`src/rtl/rc4_pkg.sv`:
```
// ----------------------------------------------------------------------------
// RC4 cipher package
// Shared constants, datapath commands and controller/datapath status types.
// ----------------------------------------------------------------------------
package rc4_pkg;

  localparam int BYTE_W     = 8;
  localparam int PERM_DEPTH = 256;
  localparam int DROP_W     = 12;

  // Last step index of the key schedule.
  localparam logic [BYTE_W-1:0] KSA_LAST = BYTE_W'(PERM_DEPTH - 1);

  typedef enum logic [3:0] {
    CMD_NOP,
    CMD_KEY_WR,
    CMD_INIT,
    CMD_KSA_RD,
    CMD_KSA_J,
    CMD_KSA_WK,
    CMD_CLR_IDX,
    CMD_KS_RD,
    CMD_KS_J,
    CMD_KS_WI
  } cmd_e;

  typedef struct packed {
    cmd_e op;
    logic emit;
  } ctrl_cmd_t;

  typedef struct packed {
    logic room;
  } dp_status_t;

endpackage

```
`src/rtl/rc4_ctrl.sv`:
```
// ----------------------------------------------------------------------------
// RC4 controller
// Sequences key writes, the key schedule, the keystream drop and data bytes.
// ----------------------------------------------------------------------------
module rc4_ctrl (
  input  logic                      clk_i,
  input  logic                      rst_ni,
  input  logic                      in_valid_i,
  output logic                      in_ready_o,
  input  logic                      in_op_i,
  input  logic                      in_last_i,
  input  logic                      cfg_wr_en_i,
  input  logic [rc4_pkg::DROP_W-1:0] cfg_wr_data_i,
  input  rc4_pkg::dp_status_t       status_i,
  output rc4_pkg::ctrl_cmd_t        cmd_o
);
  import rc4_pkg::*;

  typedef enum logic [3:0] {
    ST_IDLE,
    ST_INIT,
    ST_KSA_RD,
    ST_KSA_J,
    ST_KSA_WK,
    ST_SCHED_END,
    ST_KS_RD,
    ST_KS_J,
    ST_KS_WI
  } state_e;

  state_e            state_q;
  logic [DROP_W-1:0] step_q;
  logic [DROP_W-1:0] drop_q;
  logic              drop_mode_q;
  logic              accept;

  assign in_ready_o = (state_q == ST_IDLE) && status_i.room;
  assign accept     = in_valid_i && in_ready_o;

  always_comb begin
    cmd_o.emit = !drop_mode_q;
    case (state_q)
      ST_IDLE: begin
        if (accept) begin
          cmd_o.op = in_op_i ? CMD_KS_RD : CMD_KEY_WR;
        end else begin
          cmd_o.op = CMD_NOP;
        end
      end
      ST_INIT:      cmd_o.op = CMD_INIT;
      ST_KSA_RD:    cmd_o.op = CMD_KSA_RD;
      ST_KSA_J:     cmd_o.op = CMD_KSA_J;
      ST_KSA_WK:    cmd_o.op = CMD_KSA_WK;
      ST_SCHED_END: cmd_o.op = CMD_CLR_IDX;
      ST_KS_RD:     cmd_o.op = CMD_KS_RD;
      ST_KS_J:      cmd_o.op = CMD_KS_J;
      ST_KS_WI:     cmd_o.op = CMD_KS_WI;
      default:      cmd_o.op = CMD_NOP;
    endcase
  end

  always_ff @(posedge clk_i or negedge rst_ni) begin
    if (!rst_ni) begin
      state_q     <= ST_IDLE;
      step_q      <= '0;
      drop_q      <= '0;
      drop_mode_q <= 1'b0;
    end else begin
      if (cfg_wr_en_i) begin
        drop_q <= cfg_wr_data_i;
      end
      case (state_q)
        ST_IDLE: begin
          if (accept) begin
            if (in_op_i) begin
              drop_mode_q <= 1'b0;
              state_q     <= ST_KS_J;
            end else if (in_last_i) begin
              state_q <= ST_INIT;
            end
          end
        end
        ST_INIT: begin
          step_q  <= '0;
          state_q <= ST_KSA_RD;
        end
        ST_KSA_RD: state_q <= ST_KSA_J;
        ST_KSA_J:  state_q <= ST_KSA_WK;
        ST_KSA_WK: begin
          if (step_q[BYTE_W-1:0] == KSA_LAST) begin
            state_q <= ST_SCHED_END;
          end else begin
            step_q  <= step_q + DROP_W'(1);
            state_q <= ST_KSA_RD;
          end
        end
        ST_SCHED_END: begin
          step_q      <= '0;
          drop_mode_q <= 1'b1;
          state_q     <= (drop_q == '0) ? ST_IDLE : ST_KS_RD;
        end
        ST_KS_RD: state_q <= ST_KS_J;
        ST_KS_J:  state_q <= ST_KS_WI;
        ST_KS_WI: begin
          if (drop_mode_q && (step_q != drop_q - DROP_W'(1))) begin
            step_q  <= step_q + DROP_W'(1);
            state_q <= ST_KS_RD;
          end else begin
            state_q <= ST_IDLE;
          end
        end
        default: state_q <= ST_IDLE;
      endcase
    end
  end

endmodule

```
`config.mk`:
```
export PLATFORM = sky130hd
export DESIGN_NAME = rc4_ctrl
export DESIGN_NICKNAME = d
export VERILOG_FILES = /design/src/rtl/rc4_pkg.sv /design/src/rtl/rc4_ctrl.sv
export SDC_FILE = /design/constraint.sdc
export NUM_CORES = 1
export LEC_CHECK = 0
export BUFFER_PORTS_ARGS = -buffer_cell sky130_fd_sc_hd__buf_2
export CORE_MARGIN = 2
export CORE_UTILIZATION = 58
export CTS_CLUSTER_SIZE = 16
export DETAILED_ROUTE_END_ITERATION = 16
export GPL_TIMING_DRIVEN = 0
export PLACE_DENSITY = 0.8
export RECOVER_POWER = 25
export SYNTH_ARGS = -nofsm -noshare
export SYNTH_HDL_FRONTEND = slang
export SYNTH_SLANG_ARGS = --single-unit
```
`constraint.sdc`:
```
create_clock -name clk_i -period 3.25 [get_ports clk_i]
set_clock_uncertainty 0.1 [all_clocks]
set_input_delay 0.4875 -clock clk_i [delete_from_list [all_inputs] [get_ports clk_i]]
set_output_delay 0.4875 -clock clk_i [all_outputs]
set_load 0.05 [all_outputs]
```
==> results of run 1 <==
-- layout by cell type (no fill, tap or decap), drive strengths merged, types with 2 or more instances in the layout --
cell	count
nand2b	2
xor2	8
a211oi	4
xnor2	7
mux2i	2
nand4	6
o31ai	4
nand2	18
and2	6
nor4	7
or4	4
nor2	18
and4	2
clkbuf	15
o21ai	15
buf	30
nand3	9
nor3	8
inv	9
a21oi	19
ha	2
or3	7
a31oi	5
mux2	8
dfrtp	29
and3	4
-- routing by layer --
layer | global-route usage | vias up | share of wire
li1 | - | 941 | -
met1 | 0.364 | 915 | 0.45
met2 | 0.426 | 50 | 0.48
met3 | 0.0523 | 5 | 0.059
met4 | 0.0806 | 0 | 0.0095
met5 | 0 | - | 0
-- registers in the layout, summed over array words and instances, names as in the netlist --
| register | cells |
|---|---|
| drop_q | 12 |
| step_q | 12 |
| state_q | 4 |
| drop_mode_q | 1 |
-- power groups by stage --
stage	logic (mW)	clock network (mW)	registers [mW]
global route	0.870	0.295	0.512
detailed placement	0.777	0	0.505
global placement	0.765	0	0.503
finish	0.782	0.280	0.500
floorplan	0.623	0	0.482
CTS	0.781	0.284	0.498
-- worst paths after layout --
kind | from | end | cells after the start
max | drop_q[0] | step_q[11] | 10
min | cfg_wr_data_i[1] | drop_q[1] | 3
max reg2reg | drop_q[0] | step_q[11] | 10
min reg2reg | drop_q[11] | drop_q[11] | 1
max in group asynchronous | rst_ni | state_q[2] | 1
min in group asynchronous | rst_ni | drop_mode_q | 1
-- logic make-up (layout without fill, tap and decap cells) --
family | after synthesis | count (layout) | synth area share
AOI/OAI and AO/OA | 61 | 61 | 0.193
xor gates and xnor gates | 15 | 15 | 0.0651
adders and majority gates | 2 | 2 | 0.0124
buffers and inverters | 24 | 56 | 0.0539
DFF | 29 | 29 | 0.359
muxes | 10 | 10 | 0.0545
and+or+nand+nor | 95 | 95 | 0.261
-- repair_timing --
item                       in CTS  in global routing
buffers inserted                0                  2
resized for setup               0                  4
setup endpoints to repair       0                 10
-- through the flow --
step                      hold WS, ns  worst slack (ns)   util
after CTS                      0.0943            0.0498  0.679
after global routing            0.283            0.0490  0.687
final                           0.263             0.178  0.687
after floorplan                0.0919             0.392      -
after global placement          0.450             0.145  0.657
after detailed placement        0.453            0.0785  0.657
-- critical path, cell delays in order, from the launching register on --
cell,delay (ns)
dfrtp_1,0.46
inv_1,0.11
ha_2,0.25
or4b_4,0.53
o31a_1,0.31
o2111ai_2,0.23
nor4_2,0.07
and2_1,0.16
buf_6,0.13
or4_1,0.50
a21oi_1,0.15
-- area by class of cell --
type | instances | area, um^2 | area share
Multi-Input combinational cell | 183 | 1200 | 0.523
Sequential cell | 29 | 726 | 0.316
Timing Repair Buffer | 25 | 129 | 0.0562
Buffer | 15 | 75.1 | 0.0327
Tap cell | 46 | 57.6 | 0.0251
Clock buffer | 5 | 37.5 | 0.0164
Clock inverter | 2 | 35.0 | 0.0153
Inverter | 9 | 33.8 | 0.0147
==> impl_metrics.toml, run 1 <==
[pwr]
combPwrFrac = 0.501
pwr-share-seq = 0.320
power_mw = 1.56
peakVddDrop_mv = 0.341
intPower_uw = 839
power.density_mw_per_mm2 = 681
power.net_switching_uw = 724
swShare = 0.463
p_leak_nw = 0.945
clkPwrFrac = 0.179

[die]
die_h_um = 63.0
ios = 25
dieArea_mm2 = 0.00397
rows = 21
start_util = 0.605
die_w_um = 63.0
core_mm2 = 0.00334

[drt]
final_antenna_net_count = 0
vias_per_cell = 6.09
drcViolationCount = 0
avgRoutedWirePerCell_um = 15.1
wl_mm = 4.73
dr.pass1.iters = 4
first_iter_violations = 192
vias = 1911

[layout]
layout-drive-gt1-share = 0.201
diodes = 0
fin_area_mm2 = 0.00229
synthToLayoutAreaGrowth_pct = 13.6
fill_cells = 309
final_cells = 314
nets = 289

[sta]
fin_crit_sh = 0.945
min_period_ns = 3.07
finalHoldViolations = 0
setup_viol_count_final = 0
worst_pin_slew_ns = 1.58
timing.final.max_slew_violations = 30
fin_tns_setup_ns = 0
slew_headroom = -0.0553
rsz0062_at_grt = "no"
clock.fmax_mhz = 325

[global_routing]
antenna_found_initial = 0
grt.overflow.total = 0
grt_pass1_vias = 1831
grt_max_degree = 30
grt_pass1_wl_mm = 8.38
track_usage = 0.266

[clock_network]
cts.sinks = 29
cts-htree-levels = 2
cts-root-buf = "clkbuf_4"
cts_buffers = 5
cts_tree = "built"
cts.path.max_buffers = 2
insertion_delay_ns = 0.33
clkTransAtPathRegs_ns = 0.09
cts_hold_buf = 0

[setup_path]
critPathArrivalTime_ns = 3.23
cp.required_ns = 3.41
critPathKind = "register to register"
critPathLaunchType = "register"
worstSetupEndpointType = "register"
regToRegSetupSlack_ns = 0.18
cp_max_fo = 10

[outcome]
violations = "capacitance limit, slew limit"
status = "finished with violations"

[synth]
yosys-top-cells-count = "29 x dfrtp_1, 19 x a21oi_1, 18 x nand2_1, 18 x nor2_1"
avgSynthCellArea_um2 = 8.56
ys.flop_type = "dfrtp_1"
synth_area_leaders = "dfrtp_1 36%, a21oi_1 4.7%, mux2_2 4.5%, xor2_1 3.5%, nand2_1 3.3%"
synth_cell_types = 48
synth_most_common_cell = "dfrtp_1"
synth_edf_count = 0
syn_nets = 257
synth_top_area_cell = "dfrtp_1"
netlist.area_leader.share = 0.359
synth.cell_area_mm2 = 0.00202
netlist_instances = 236
ys_seq_elements = 29
yosys_warnings = 0
async_flop_share = 1.00
yosysSeqAreaShare = 0.359

[min_path]
min_path_type = "input pin to register"

[placement]
io_buffer_count = 23
place.gp.congestion = 0.883
dp_cells = 305
dpl.hpwl_mm = 3.53
dpl-instance-area_mm2 = 0.00219

[run]
cap_violations = 1
Note: power is estimated with default switching activity, not from simulation.
==> run 2, diff against run 1 <==
--- a/config.mk
+++ b/config.mk
@@ -11,7 +11,7 @@
 export CTS_CLUSTER_SIZE = 16
 export DETAILED_ROUTE_END_ITERATION = 16
 export GPL_TIMING_DRIVEN = 0
-export PLACE_DENSITY = 0.8
+export PLACE_DENSITY = 0.81
 export RECOVER_POWER = 25
 export SYNTH_ARGS = -nofsm -noshare
 export SYNTH_HDL_FRONTEND = slang
==> run 2 against run 1 <==
  * Highest routed layer unchanged
  * Via count grew 0.94%
  * Register-to-register slack is essentially flat
  * Critical path type unchanged
  * Sequential cell count is the same
  * The run still ends with capacitance limit, slew limit left
  * Cell area shrank 0.60%
  * Die area is the same
  * Worst setup slack gained 0.0067 ns
  * Non-clock buffer count shrank 1
  * Clock power shrank 18%
  * Sequential power is essentially flat
  * Maximum frequency grew 0.22%
==> impl_metrics.toml, run 2 (synthesis gave the netlist of run 1 again) <==
[sta]
setup_viol_count_final = 0
clock.fmax_mhz = 326
fin_crit_sh = 0.943
timing.final.max_slew_violations = 30
slew_headroom = -0.0333
rsz0062_at_grt = "no"
holdWs_ns = 0.253
fin_tns_setup_ns = 0
timing.final.ws_setup_ns = 0.184
min_period_ns = 3.07
finalHoldViolations = 0
worst_pin_slew_ns = 1.55

[layout]
final_cells = 313
fill_cells = 285
layout_common_cells = "28 x dfrtp_1, 25 x buf_2, 19 x a21oi_1, 18 x nand2_1, 18 x nor2_1"
top_regs = "drop_q (12), step_q (12), state_q (4)"
multi_input_area_mm2 = 0.00121
fin_area_mm2 = 0.00228
final_common_cell = "dfrtp_1"
layout-drive-gt1-share = 0.199
diodes = 0
final_util = 0.683
nets = 288
regArea_um2 = 727
synthToLayoutAreaGrowth_pct = 12.9

[pwr]
peakVddDrop_mv = 0.367
swShare = 0.482
power.density_mw_per_mm2 = 666
pwr-share-seq = 0.329
power.net_switching_uw = 732
intPower_uw = 787
clkPwrFrac = 0.151
power_mw = 1.52
combPwrFrac = 0.521
p_leak_nw = 0.931

[drt]
final_antenna_net_count = 0
drcViolationCount = 0
vias = 1929
avgRoutedWirePerCell_um = 15.5
wl_mm = 4.86
dr.pass1.iters = 4
vias_per_cell = 6.16
first_iter_violations = 267

[setup_path]
critPathKind = "register to register"
critPathArrivalTime_ns = 3.23
crit_buf_inv = 2
cpLargestDelayFamily = "simple AND/OR/NAND/NOR gates"
worstSetupEndpointType = "register"
cp.required_ns = 3.42
slowest_stage = "or4b_4"
critical-path-max-stage-delay_ns = 0.52
critPathLaunchType = "register"
cp_max_fo = 10
path_cells = "inv_1, ha_4, or4b_4, o31a_1, o2111ai_2, nor4_2, and2_1, buf_6, or4_1, a21oi_1"

[global_routing]
grt_max_degree = 30
grt_pass1_wl_mm = 8.25
track_usage = 0.266
antenna_found_initial = 0
grt.overflow.total = 0
grt_pass1_vias = 1786

[clock_network]
insertion_delay_ns = 0.34
clkTransAtPathRegs_ns = 0.08
cts_tree = "built"
cts-htree-levels = 2
cts-root-buf = "clkbuf_4"
cts.sinks = 29
cts_buffers = 5
cts.path.max_buffers = 2

[die]
rows = 21
core_mm2 = 0.00334
ios = 25
start_util = 0.605
die_h_um = 63.0
dieArea_mm2 = 0.00397
die_w_um = 63.0

[min_path]
min_path_type = "input pin to register"

[run]
cap_violations = 1

[placement]
place.gp.congestion = 0.887
post-place-ws_ns = 0.0571
dpl-instance-area_mm2 = 0.00219
dpl.hpwl_mm = 3.50
io_buffer_count = 23
dp_cells = 305

[outcome]
violations = "capacitance limit, slew limit"
status = "finished with violations"
[run 2: area by class of cell]
cell class | instances | area share
Tap cell | 46 | 0.0252
Inverter | 9 | 0.0148
Clock buffer | 7 | 0.0241
Buffer | 15 | 0.0329
Timing Repair Buffer | 24 | 0.0532
Sequential cell | 29 | 0.319
Multi-Input combinational cell | 183 | 0.531
[run 2: tightest hold or removal path, cell delays in order]
cell     delay, ns
buf_2         0.07
nand2_1       0.04
o21ai_0       0.06
[run 2: power by group through the flow]
stage	clock network [mW]	registers [mW]	logic (mW)
after global placement	0	0.502	0.762
after detailed placement	0	0.504	0.777
after floorplan	0	0.482	0.623
after CTS	0.230	0.496	0.782
final	0.229	0.499	0.791
after global routing	0.246	0.508	0.885
[run 2: layer usage]
metal / global-route usage / up-vias / part of all wire
met5: 0 / - / 0
met1: 0.363 / 914 / 0.44
met2: 0.402 / 70 / 0.48
met3: 0.0541 / 8 / 0.062
li1: - / 937 / -
met4: 0.133 / 0 / 0.018
[run 2: path summary, 6_finish.rpt]
check,startpoint,cells past startpoint,endpoint,slack (ns)
worst max register to register,drop_q[0],10,step_q[9],0.18
max in group asynchronous,rst_ni,1,drop_q[0],1.63
worst min-delay path,cfg_wr_data_i[5],3,drop_q[5],0.25
min in group asynchronous,rst_ni,1,drop_q[9],0.41
worst max-delay path,drop_q[0],10,step_q[9],0.18
worst min register to register,step_q[0],1,step_q[0],0.47
[run 2: what timing repair did]
action | in CTS | in global routing
resized for setup | 0 | 6
setup endpoints to repair | 0 | 10
setup buffers | 0 | 1
hold buffers | 0 | 0
==> run 3, diff against run 2 <==
--- a/config.mk
+++ b/config.mk
@@ -5,13 +5,14 @@
 export SDC_FILE = /design/constraint.sdc
 export NUM_CORES = 1
 export LEC_CHECK = 0
+export ABC_AREA = 1
 export BUFFER_PORTS_ARGS = -buffer_cell sky130_fd_sc_hd__buf_2
 export CORE_MARGIN = 2
 export CORE_UTILIZATION = 58
 export CTS_CLUSTER_SIZE = 16
 export DETAILED_ROUTE_END_ITERATION = 16
 export GPL_TIMING_DRIVEN = 0
-export PLACE_DENSITY = 0.81
+export PLACE_DENSITY = 0.8
 export RECOVER_POWER = 25
 export SYNTH_ARGS = -nofsm -noshare
 export SYNTH_HDL_FRONTEND = slang
==> run 3 against run 2 <==
  * The flow still finishes with violations (capacitance limit, slew limit)
  * Sequential power about the same
  * Critical path depth down 1
  * Sequential cell count is the same
  * Core utilization rose by 0.33 points
  * Synthesized area is 4.6% higher
  * Clock power is 2% lower
  * Wire length shrank 3.5%
  * Power grew 2.0%
  * Non-clock buffer count is 8 lower
  * Clock-buffer cell count is 2 lower
  * Critical path type is now register to primary output
  * Largest cell class unchanged
  * Highest routed layer unchanged
==> impl_metrics.toml, run 3 <==
[outcome]
status = "finished with violations"
violations = "capacitance limit, slew limit"

[drt]
final_antenna_net_count = 0
avgRoutedWirePerCell_um = 11.9
vias_per_cell = 5.18
drcViolationCount = 0
first_iter_violations = 116
dr.pass1.iters = 5
wl_mm = 4.69
vias = 2042

[global_routing]
grt_use_met1 = 0.322
grt.overflow.total = 0
grt.busiest_layer = "met2"
grt_max_degree = 30
grt_util_met2 = 0.457
grt_use_met3 = 0.0563
antenna_found_initial = 0
grt_pass1_wl_mm = 8.52
grt_pass1_vias = 2007
track_usage = 0.264

[setup_path]
cp_max_fo = 5
path_cells = "nor2_1, inv_2, nor2_1, inv_1, nor2_1, nand2_1, nor2_1, a211o_1, buf_2"
critPathMostFrequentCell = "nor2_1"
regToRegSetupSlack_ns = 1.02
r2r_end = "step_q[7]"
slowest_stage = "dfrtp_1"
critPathLaunchType = "register"
worstSetupEndpointType = "primary output"
cpLargestDelayFamily = "simple AND/OR/NAND/NOR gates"
critical-path-max-stage-delay_ns = 0.43
crit_buf_inv = 3
r2r_start = "drop_q[0]"
critPathKind = "register to primary output"
r2r_cells = 14
critPathArrivalTime_ns = 2.02
cp.depth = 9
cp.required_ns = 2.66

[sta]
setup_viol_count_final = 0
worst_pin_slew_ns = 1.54
fin_tns_setup_ns = 0
rsz0062_at_grt = "no"
min_period_ns = 2.61
finalHoldViolations = 0
holdWs_ns = 0.246
slew_headroom = -0.0281
timing.final.max_slew_violations = 30
fin_crit_sh = 0.802
clock.fmax_mhz = 384

[synth]
netlist.area_leader.share = 0.343
ys_seq_elements = 29
async_flop_share = 1.00
netlist_instances = 316
synth_top_area_cell = "dfrtp_1"
yosys-top-cells-count = "99 x nand2_1, 45 x nor2_1, 40 x inv_1, 29 x dfrtp_1, 25 x nand3_1"
synth_cell_types = 36
yosysSeqAreaShare = 0.343
synth_area_leaders = "dfrtp_1 34%, nand2_1 18%, nor2_1 8.0%, inv_1 7.1%, nand3_1 5.9%"
synth.cell_area_mm2 = 0.00211
syn_nets = 337
ys.flop_type = "dfrtp_1"
synth_edf_count = 0
avgSynthCellArea_um2 = 6.69
yosys_warnings = 0
synth_most_common_cell = "nand2_1"

[clock_network]
cts_tree = "built"
clkTransAtPathRegs_ns = 0.10
cts_buffers = 5
cts.path.max_buffers = 2
cts-root-buf = "clkbuf_4"
cts_resized = 0
postCtsSetupRepairBufs = 0
cts_hold_buf = 0
insertion_delay_ns = 0.34
cts-htree-levels = 2
cts.sinks = 29

[pwr]
power.density_mw_per_mm2 = 661
p_leak_nw = 1.28
peakVddDrop_mv = 0.645
power_mw = 1.55

[placement]
io_buffer_count = 24
place.gp.congestion = 0.858
dpl-instance-area_mm2 = 0.00229
dpl.hpwl_mm = 3.65

[layout]
diodes = 0
nets = 368
synthToLayoutAreaGrowth_pct = 11.0
top_regs = "drop_q (12), step_q (12), state_q (4)"
layout_common_cells = "99 x nand2_1, 45 x nor2_1, 40 x inv_1, 29 x dfrtp_1, 25 x nand3_1"
layout-drive-gt1-share = 0.158
final_common_cell = "nand2_1"
fin_area_mm2 = 0.00234
final_util = 0.686

[min_path]
hold_start = "cfg_wr_data_i[1]"
min_to = "drop_q[1]"
hold_depth = 3
min_path_type = "input pin to register"

[die]
start_util = 0.619
rows = 21
core_mm2 = 0.00342
die_w_um = 64.4
ios = 25
die_h_um = 64.4
dieArea_mm2 = 0.00414

[run]
cap_violations = 1
[run 3: changes by cell type after synthesis, moves of 6 or more]
cell and change:
a21oi_1 -16, and2_1 -6, clkbuf_1 -6, inv_1 +31, mux2_2 -7, nand2_1 +81
nand3_1 +16, nor2_1 +27, nor2_2 +6, nor4_1 -6, o21ai_0 +6, o21ai_1 -6
or3_1 -7
[run 3: cell families (layout without fill, tap and decap cells)]
kind of cell,after synthesis,count (layout),share of synthesized area
DFF,29,29,0.343
buffers and inverters,48,80,0.0983
muxes,1,1,0.00533
and+or+nand+nor,194,194,0.404
AOI/OAI and AO/OA,27,27,0.0752
adders and majority gates,2,2,0.0118
xor gates and xnor gates,15,15,0.0622
[run 3: cell type report]
cell class	instances	area (um^2)
plain buffers	7	53.8
inverters	41	154
well taps	46	57.6
multi-input cells	239	1180
fillers	326	1070
clock buffers	5	37.5
flip-flops and latches	29	726
clock inverters	3	17.5
repair buffers	24	119
[run 3: worst max path at each step]
stage          endpoint       start  slack, ns
3_5_place_dp   cmd_o[3]  state_q[1]       1.01
6_report       cmd_o[3]  state_q[1]       0.64
2_1_floorplan  cmd_o[2]  state_q[1]       0.08
5_1_grt        cmd_o[3]  state_q[1]       0.40
3_3_place_gp   cmd_o[3]  state_q[1]       1.03
4_1_cts        cmd_o[3]  state_q[1]       0.63
[run 3: through the flow]
step / setup WS [ns] / instances
2_1_floorplan: 0.0781 / 316
3_3_place_gp: 1.03 / 386
3_5_place_dp: 1.01 / 386
4_1_cts: 0.631 / 394
5_1_grt: 0.405 / 394
6_report: 0.644 / 394
[run 3: report_power, final]
part / total [mW] / internal (mW) / leakage (nW) / switching (mW)
registers: 0.501 / 0.425 / 0.371 / 0.0753
logic: 0.826 / 0.269 / 0.876 / 0.556
clock network: 0.224 / 0.0815 / 0.0310 / 0.142
total: 1.55 / 0.776 / 1.28 / 0.774
[run 3: worst reg2reg max path: stages, from the launching register on]
cell	delay, ns
dfrtp_1	0.40
inv_1	0.12
ha_1	0.30
nand2_1	0.13
nand3_1	0.09
nand2_1	0.05
nor2_1	0.13
nand2_1	0.07
nor2_1	0.14
nand4_2	0.13
nand2_2	0.08
nand2_2	0.09
buf_6	0.17
nand3_1	0.07
nand2_1	0.06
[run 3: metal layers]
layer / vias to the layer above / wire, um
met5: - / 0
met4: 0 / 97
met3: 9 / 160
li1: 1048 / -
met1: 940 / 2190
met2: 45 / 2240
